===== src/hw/rtl/pbsa_pkg.sv =====
package pbsa_pkg;

    localparam int unsigned ADDR_W     = 32;
    localparam int unsigned IDX_W      = 3;
    localparam int unsigned CFG_IDX_W  = 1;

    localparam logic [IDX_W-1:0]  ROM_INDEX    = 3'd6;
    localparam logic [ADDR_W-1:0] IO_LOW_BITS  = 32'h0000_0003;
    localparam logic [ADDR_W-1:0] MEM_LOW_BITS = 32'h0000_000F;
    localparam logic [ADDR_W-1:0] PAGE_ROUND   = 32'h0000_0FFF;

    // memory type field of a memory BAR
    localparam logic [1:0] MEM_TYPE_32 = 2'b00;
    localparam logic [1:0] MEM_TYPE_64 = 2'b10;

    // configuration register indexes
    localparam logic [CFG_IDX_W-1:0] CFG_MEM_BASE = 1'b0;
    localparam logic [CFG_IDX_W-1:0] CFG_IO_BASE  = 1'b1;

    typedef enum logic [1:0] {
        OUT_ASSIGNED    = 2'd0,
        OUT_ROM_SKIPPED = 2'd1,
        OUT_RESERVED    = 2'd2,
        OUT_ABSENT      = 2'd3
    } t_outcome;

    typedef enum logic [1:0] {
        KIND_MEM32 = 2'd0,
        KIND_IO    = 2'd1,
        KIND_MEM64 = 2'd2
    } t_kind;

    // decoded view of one BAR, passed from decoder to allocator
    typedef struct packed {
        t_outcome          outcome;
        t_kind             kind;
        logic [ADDR_W-1:0] size;
    } t_decode;

endpackage


===== src/hw/rtl/pbsa_req_if.sv =====
interface pbsa_req_if;
    import pbsa_pkg::*;

    logic              valid;
    logic              ready;
    logic [IDX_W-1:0]  register_index;
    logic [ADDR_W-1:0] original_value;
    logic [ADDR_W-1:0] probe_readback;

    modport source (
        output valid, register_index, original_value, probe_readback,
        input  ready
    );
    modport sink (
        input  valid, register_index, original_value, probe_readback,
        output ready
    );
endinterface


===== src/hw/rtl/pbsa_res_if.sv =====
interface pbsa_res_if;
    import pbsa_pkg::*;

    logic              valid;
    logic              ready;
    logic [1:0]        outcome;
    logic [1:0]        region_kind;
    logic [ADDR_W-1:0] assigned_address;
    logic [ADDR_W-1:0] region_size;
    logic              set_io_enable;
    logic              set_memory_enable;

    modport source (
        output valid, outcome, region_kind, assigned_address, region_size,
               set_io_enable, set_memory_enable,
        input  ready
    );
    modport sink (
        input  valid, outcome, region_kind, assigned_address, region_size,
               set_io_enable, set_memory_enable,
        output ready
    );
endinterface


===== src/hw/rtl/pbsa_decode.sv =====
module pbsa_decode
    import pbsa_pkg::*;
(
    input  logic [IDX_W-1:0]  i_register_index,
    input  logic [ADDR_W-1:0] i_original_value,
    input  logic [ADDR_W-1:0] i_probe_readback,
    output t_decode           o_dec
);

    logic              reserved;
    t_kind             kind;
    logic [ADDR_W-1:0] masked;
    logic [ADDR_W-1:0] size;

    // space and type decode
    always_comb begin
        reserved = 1'b0;
        kind     = KIND_MEM32;
        if (i_original_value[0]) begin
            kind = KIND_IO;
        end else begin
            case (i_original_value[2:1])
                MEM_TYPE_32: kind = KIND_MEM32;
                MEM_TYPE_64: kind = KIND_MEM64;
                default:     reserved = 1'b1;
            endcase
        end
    end

    // size is the two's complement of the masked readback
    assign masked = (kind == KIND_IO) ? (i_probe_readback & ~IO_LOW_BITS)
                                      : (i_probe_readback & ~MEM_LOW_BITS);
    assign size   = ~masked + ADDR_W'(1);

    // outcome selection, ROM first
    always_comb begin
        o_dec.outcome = OUT_ASSIGNED;
        o_dec.kind    = KIND_MEM32;
        o_dec.size    = '0;
        if (i_register_index == ROM_INDEX) begin
            o_dec.outcome = OUT_ROM_SKIPPED;
        end else if (reserved) begin
            o_dec.outcome = OUT_RESERVED;
        end else if (size == '0) begin
            o_dec.outcome = OUT_ABSENT;
            o_dec.kind    = kind;
        end else begin
            o_dec.kind = kind;
            o_dec.size = size;
        end
    end

endmodule


===== src/hw/rtl/pbsa_alloc.sv =====
module pbsa_alloc
    import pbsa_pkg::*;
(
    input  logic                 i_clk,
    input  logic                 i_rst_n,
    input  logic                 i_cfg_we,
    input  logic [CFG_IDX_W-1:0] i_cfg_idx,
    input  logic [ADDR_W-1:0]    i_cfg_wdata,
    input  logic                 i_adv,
    input  t_decode              i_dec,
    output logic [ADDR_W-1:0]    o_addr
);

    logic [ADDR_W-1:0] r_mem_base;
    logic [ADDR_W-1:0] r_io_base;
    logic [ADDR_W-1:0] r_mem_ptr, n_mem_ptr;
    logic [ADDR_W-1:0] r_io_ptr,  n_io_ptr;
    logic [ADDR_W-1:0] eff_mem, eff_io;
    logic [ADDR_W-1:0] mem_step;
    logic              assign_io, assign_mem;

    // a pointer reading zero restarts at its window base
    assign eff_mem = (r_mem_ptr == '0) ? r_mem_base : r_mem_ptr;
    assign eff_io  = (r_io_ptr  == '0) ? r_io_base  : r_io_ptr;

    // memory advances in whole 4 KiB pages, wrapping at 32 bits
    assign mem_step = (i_dec.size + PAGE_ROUND) & ~PAGE_ROUND;

    assign assign_io  = (i_dec.outcome == OUT_ASSIGNED) && (i_dec.kind == KIND_IO);
    assign assign_mem = (i_dec.outcome == OUT_ASSIGNED) && (i_dec.kind != KIND_IO);

    always_comb begin
        o_addr = '0;
        if (assign_io) begin
            o_addr = eff_io;
        end else if (assign_mem) begin
            o_addr = eff_mem;
        end
    end

    // pointer update as the request leaves the input register
    always_comb begin
        n_mem_ptr = r_mem_ptr;
        n_io_ptr  = r_io_ptr;
        if (i_adv) begin
            n_mem_ptr = assign_mem ? (eff_mem + mem_step)   : eff_mem;
            n_io_ptr  = assign_io  ? (eff_io + i_dec.size) : eff_io;
        end
    end

    always_ff @(posedge i_clk) begin
        if (!i_rst_n) begin
            r_mem_base <= '0;
            r_io_base  <= '0;
            r_mem_ptr  <= '0;
            r_io_ptr   <= '0;
        end else begin
            r_mem_ptr <= n_mem_ptr;
            r_io_ptr  <= n_io_ptr;
            if (i_cfg_we) begin
                case (i_cfg_idx)
                    CFG_MEM_BASE: r_mem_base <= i_cfg_wdata;
                    CFG_IO_BASE:  r_io_base  <= i_cfg_wdata;
                    default:      ;
                endcase
            end
        end
    end

    // I/O assignment moves only the I/O pointer, by the exact size
    a_io_advance: assert property (@(posedge i_clk) disable iff (!i_rst_n)
        (i_adv && assign_io) |=>
            (r_io_ptr == $past(eff_io + i_dec.size)) && (r_mem_ptr == $past(eff_mem)))
        else $error("I/O pointer update wrong");

    // memory assignment moves only the memory pointer, page aligned step
    a_mem_advance: assert property (@(posedge i_clk) disable iff (!i_rst_n)
        (i_adv && assign_mem) |=>
            ((r_mem_ptr - $past(eff_mem)) & PAGE_ROUND) == '0 &&
            (r_io_ptr == $past(eff_io)))
        else $error("memory pointer update wrong");

    // skipped, rejected and absent registers only reload
    a_no_advance: assert property (@(posedge i_clk) disable iff (!i_rst_n)
        (i_adv && (i_dec.outcome != OUT_ASSIGNED)) |=>
            (r_mem_ptr == $past(eff_mem)) && (r_io_ptr == $past(eff_io)))
        else $error("pointer moved without an assignment");

    // pointers hold while no request moves on
    a_hold: assert property (@(posedge i_clk) disable iff (!i_rst_n)
        !i_adv |=> $stable(r_mem_ptr) && $stable(r_io_ptr))
        else $error("pointer changed while idle");

endmodule


===== src/hw/rtl/pci_bar_size_and_assign_unit.sv =====
// BAR sizing and address assignment. One request per clock is accepted
// unless the result register holds a result not yet taken and the input
// register is full. A request passes through the input register, then the
// result register, from which its result is offered. The rate is set by the
// pointer update: after the size decode come the page rounding add and the
// pointer add, which lie between the two registers. The result register
// lets a new request in while a finished result still waits to be taken.
// The user must write window bases only while no request is in flight; the
// block itself does not enforce this.
module pci_bar_size_and_assign_unit
    import pbsa_pkg::*;
(
    input  logic                 i_clk,
    input  logic                 i_rst_n,
    pbsa_req_if.sink             i_req,
    pbsa_res_if.source           o_res,
    input  logic                 i_cfg_we,
    input  logic [CFG_IDX_W-1:0] i_cfg_idx,
    input  logic [ADDR_W-1:0]    i_cfg_wdata
);

    logic              r_in_vld;
    logic [IDX_W-1:0]  r_idx;
    logic [ADDR_W-1:0] r_orig;
    logic [ADDR_W-1:0] r_rb;

    logic              r_out_vld;
    t_outcome          r_outcome;
    t_kind             r_kind;
    logic [ADDR_W-1:0] r_addr;
    logic [ADDR_W-1:0] r_size;
    logic              r_io_en;
    logic              r_mem_en;

    logic              adv;
    t_decode           dec;
    logic [ADDR_W-1:0] addr;

    // the input register moves on when the result slot is free or emptying
    assign adv         = r_in_vld && (!r_out_vld || o_res.ready);
    assign i_req.ready = !r_in_vld || !r_out_vld || o_res.ready;

    always_ff @(posedge i_clk) begin
        if (!i_rst_n) begin
            r_in_vld <= 1'b0;
        end else if (i_req.ready) begin
            r_in_vld <= i_req.valid;
        end
    end

    always_ff @(posedge i_clk) begin
        if (i_req.valid && i_req.ready) begin
            r_idx  <= i_req.register_index;
            r_orig <= i_req.original_value;
            r_rb   <= i_req.probe_readback;
        end
    end

    pbsa_decode u_decode (
        .i_register_index (r_idx),
        .i_original_value (r_orig),
        .i_probe_readback (r_rb),
        .o_dec            (dec)
    );

    pbsa_alloc u_alloc (
        .i_clk       (i_clk),
        .i_rst_n     (i_rst_n),
        .i_cfg_we    (i_cfg_we),
        .i_cfg_idx   (i_cfg_idx),
        .i_cfg_wdata (i_cfg_wdata),
        .i_adv       (adv),
        .i_dec       (dec),
        .o_addr      (addr)
    );

    // result register
    always_ff @(posedge i_clk) begin
        if (!i_rst_n) begin
            r_out_vld <= 1'b0;
        end else if (!r_out_vld || o_res.ready) begin
            r_out_vld <= r_in_vld;
        end
    end

    always_ff @(posedge i_clk) begin
        if (adv) begin
            r_outcome <= dec.outcome;
            r_kind    <= dec.kind;
            r_addr    <= addr;
            r_size    <= dec.size;
            r_io_en   <= (dec.outcome == OUT_ASSIGNED) && (dec.kind == KIND_IO);
            r_mem_en  <= (dec.outcome == OUT_ASSIGNED) && (dec.kind != KIND_IO);
        end
    end

    assign o_res.valid             = r_out_vld;
    assign o_res.outcome           = r_outcome;
    assign o_res.region_kind       = r_kind;
    assign o_res.assigned_address  = r_addr;
    assign o_res.region_size       = r_size;
    assign o_res.set_io_enable     = r_io_en;
    assign o_res.set_memory_enable = r_mem_en;

endmodule

===== src/flat_wrapper.sv =====
// flat-port wrapper written by rule: the top's interface ports become plain ports
module pci_bar_size_and_assign_unit_flat import pbsa_pkg::*;
  (i_clk, i_rst_n, i_cfg_we, i_cfg_idx, i_cfg_wdata, i_req_valid, i_req_register_index, i_req_original_value, i_req_probe_readback, i_req_ready, o_res_valid, o_res_outcome, o_res_region_kind, o_res_assigned_address, o_res_region_size, o_res_set_io_enable, o_res_set_memory_enable, o_res_ready);
  pbsa_req_if i_req_i ();
  pbsa_res_if o_res_i ();
  input  logic i_clk;
  input  logic i_rst_n;
  input  logic i_cfg_we;
  input  logic [CFG_IDX_W-1:0] i_cfg_idx;
  input  logic [ADDR_W-1:0] i_cfg_wdata;
  input wire logic [$bits(i_req_i.valid)-1:0] i_req_valid;
  input wire logic [$bits(i_req_i.register_index)-1:0] i_req_register_index;
  input wire logic [$bits(i_req_i.original_value)-1:0] i_req_original_value;
  input wire logic [$bits(i_req_i.probe_readback)-1:0] i_req_probe_readback;
  output wire logic [$bits(i_req_i.ready)-1:0] i_req_ready;
  output wire logic [$bits(o_res_i.valid)-1:0] o_res_valid;
  output wire logic [$bits(o_res_i.outcome)-1:0] o_res_outcome;
  output wire logic [$bits(o_res_i.region_kind)-1:0] o_res_region_kind;
  output wire logic [$bits(o_res_i.assigned_address)-1:0] o_res_assigned_address;
  output wire logic [$bits(o_res_i.region_size)-1:0] o_res_region_size;
  output wire logic [$bits(o_res_i.set_io_enable)-1:0] o_res_set_io_enable;
  output wire logic [$bits(o_res_i.set_memory_enable)-1:0] o_res_set_memory_enable;
  input wire logic [$bits(o_res_i.ready)-1:0] o_res_ready;
  assign i_req_i.valid = i_req_valid;
  assign i_req_i.register_index = i_req_register_index;
  assign i_req_i.original_value = i_req_original_value;
  assign i_req_i.probe_readback = i_req_probe_readback;
  assign i_req_ready = i_req_i.ready;
  assign o_res_valid = o_res_i.valid;
  assign o_res_outcome = o_res_i.outcome;
  assign o_res_region_kind = o_res_i.region_kind;
  assign o_res_assigned_address = o_res_i.assigned_address;
  assign o_res_region_size = o_res_i.region_size;
  assign o_res_set_io_enable = o_res_i.set_io_enable;
  assign o_res_set_memory_enable = o_res_i.set_memory_enable;
  assign o_res_i.ready = o_res_ready;
  pci_bar_size_and_assign_unit u_core (.i_clk(i_clk), .i_rst_n(i_rst_n), .i_req(i_req_i), .o_res(o_res_i), .i_cfg_we(i_cfg_we), .i_cfg_idx(i_cfg_idx), .i_cfg_wdata(i_cfg_wdata));
endmodule

===== config.mk =====
export PLATFORM = sky130hd
export DESIGN_NAME = pci_bar_size_and_assign_unit_flat
export DESIGN_NICKNAME = d
export VERILOG_FILES = /design/src/hw/rtl/pbsa_pkg.sv /design/src/hw/rtl/pbsa_req_if.sv /design/src/hw/rtl/pbsa_res_if.sv /design/src/hw/rtl/pbsa_decode.sv /design/src/hw/rtl/pbsa_alloc.sv /design/src/hw/rtl/pci_bar_size_and_assign_unit.sv /design/src/flat_wrapper.sv
export SDC_FILE = /design/constraint.sdc
export NUM_CORES = 1
export LEC_CHECK = 0
export ABC_CLOCK_PERIOD_IN_PS = 21700
export BUFFER_PORTS_ARGS = -buffer_cell sky130_fd_sc_hd__buf_2
export CAP_MARGIN = 10
export CORE_MARGIN = 3
export CORE_UTILIZATION = 35
export CTS_BUF_LIST = sky130_fd_sc_hd__clkbuf_16
export DETAILED_ROUTE_END_ITERATION = 10
export SYNTH_ARGS = -nofsm -noshare
export SYNTH_HDL_FRONTEND = slang
export SYNTH_HIERARCHICAL = 1
export SYNTH_SLANG_ARGS = --single-unit

===== constraint.sdc =====
create_clock -name i_clk -period 21.7 [get_ports i_clk]
set_input_delay 4.34 -clock i_clk [delete_from_list [all_inputs] [get_ports i_clk]]
set_output_delay 4.34 -clock i_clk [all_outputs]
set_load 0.03 [all_outputs]

==> flow_summary.json <==
{
  "antenna_found_initial": 0,
  "final_common_cell": "nand2_1",
  "avgSynthCellArea_um2": 8.709,
  "drc": 0,
  "rsz0062_at_grt": "false",
  "path_class": "input pin to primary output",
  "cap_violations": 0,
  "path_common_cell": "buf_2",
  "drv_slew": 0,
  "grt_first_pass_wirelength_mm": 58.91,
  "clk_pin_slew_worst_paths_ps": 60,
  "ir_worst_vdd_v": 0.00006333,
  "grtUsageTotal_pct": 18.95,
  "final-seq-area_mm2": 0.005786,
  "report.final.hold_viol_count": 0,
  "grt_pass1_vias": 10820,
  "clock.fmax_mhz": 109.2,
  "overflow": 0,
  "swShare_pct": 29.01,
  "setup_viol": 0,
  "crit_required_ps": 17360,
  "cts_sinks": 236,
  "final.period_utilization_pct": 42.22,
  "endpoint_kind": "primary output",
  "min_delay_path_depth": 2,
  "p_leak_nw": 6.257,
  "mostFrequentLayoutCells": "nand2_1 (206), a21oi_1 (203), buf_2 (145)",
  "cts_hold_buf": 0,
  "status": "finished, final reports clean",
  "viasPerCell": 5.380,
  "cp.arrival_ps": 4820,
  "synthToLayoutAreaGrowth_pct": 15.83,
  "multi_input_area_mm2": 0.006631,
  "cpPeakStageDelay_ps": 200,
  "critical-path-slowest-cell": "buf_2",
  "vias": 11150,
  "synth-warning-count": 6,
  "antenna_left": 0,
  "clockPowerShare_pct": 39.5,
  "power_density_mw_per_mm2": 78.70,
  "ctsHtreeMaxLevel": 1,
  "drive_gt1_share_pct": 14.59,
  "dieHeight_um": 198.1,
  "fin_util_pct": 41.55,
  "p_sw_mw": 0.3416,
  "hold_class": "register to register",
  "antenna_cells": 0,
  "max_slew_margin_pct": 25.51,
  "cts_root_buf": "clkbuf_16",
  "cts_setup_buffers": 0,
  "cts-buffers-inserted": 27,
  "cts_tree": "yes",
  "wl_per_cell_um": 18.40,
  "cp-start-kind": "input pin",
  "clockBufferDepth": 3,
  "path_cells": "buf_2 -> nand3b_1 -> buf_2",
  "intPower_mw": 0.8357,
  "power_mw": 1.177,
  "insertion_delay_ps": 560,
  "period_minus_slack_ps": 9161,
  "fp.dieW_um": 198.1,
  "cts_resized": 0,
  "hpwl_mm": 27.75,
  "port_buffers": 145,
  "skew_ps": 16.42,
  "wl_mm": 38.13,
  "final_net_count": 1748,
  "r2r_slack_ps": 15190,
  "initialDrtViolationCount": 697,
  "timing.setup.tns_ps": 0,
  "floorplan.core_area_mm2": 0.03600,
  "num_rows": 69,
  "ioPinCount": 177,
  "dieArea_mm2": 0.03924,
  "start_util_pct": 35.87,
  "fill_cells": 3626,
  "tightest_slew_ps": 1115,
  "critPathMaxFanout": 2,
  "drtPass1Iterations": 5,
  "grt_max_degree": 89,
  "synth_area_mm2": 0.01291,
  "p_comb_share_pct": 17.3,
  "seqPwrFrac_pct": 43.1,
  "rr_worst_depth": 21,
  "syn_inst": 1483,
  "gp_congestion": 0.9064
}
critical path, delay by kind of cell:
family	cells	cell delay, ps
buffers and inverters	2	310
AND/OR/NAND/NOR	1	170
path summary, 6_finish.rpt:
path	to	startpoint
worst min-delay path	u_core/u_alloc/r_io_base[3]	u_core/u_alloc/r_io_base[3]
worst max register to register	u_core/u_alloc/r_mem_ptr[31]	u_core/r_rb[3]
worst max-delay path	i_req_ready	o_res_ready
worst min register to register	u_core/u_alloc/r_io_base[3]	u_core/u_alloc/r_io_base[3]
stage by stage:
stage | std cells | setup slack, ps | area [um2] | hold slack (ps)
floorplan | 1484 | 11930 | 12920 | 436.6
global placement | 2022 | 12570 | 14050 | 449.5
detailed placement | 2022 | 12540 | 14050 | 450.9
CTS | 2072 | 12540 | 14960 | 459.6
global route | 2072 | 12520 | 14960 | 486.1
finish | 2072 | 12540 | 14960 | 458.6
area by class of cell:
type	count	share of cell area [%]
multi-input combinational	1108	44.33
sequential	236	38.68
timing repair buffer	161	5.654
clock buffer	27	4.517
tap	461	3.856
clock inverter	23	1.564
inverter	56	1.405
flip-flops by register name, summed over array words and instances, names as in the netlist, 3 cells and up:
register	flops
u_core/u_alloc/r_mem_ptr	32
u_core/r_orig	3
u_core/o_res.assigned_address	32
u_core/u_alloc/r_mem_base	32
u_core/r_idx	3
u_core/r_rb	30
u_core/u_alloc/r_io_base	32
u_core/o_res.region_size	32
u_core/u_alloc/r_io_ptr	32
power by group through the flow:
stage	Combinational [mW]	Sequential, mW	Clock (mW)
4_1_cts	0.205	0.508	0.480
6_report	0.204	0.508	0.465
3_5_place_dp	0.203	0.517	0
3_3_place_gp	0.201	0.517	0
5_1_grt	0.227	0.511	0.495
2_1_floorplan	0.134	0.525	0
metal layers:
| layer | wire length, um | global-route usage [%] |
|---|---|---|
| met1 | 16410 | 24.25 |
| met5 | 0 | 0 |
| met3 | 1857 | 2.842 |
| met2 | 19070 | 33.53 |
| met4 | 796 | 5.033 |
Power figures use the tool's default switching activity.
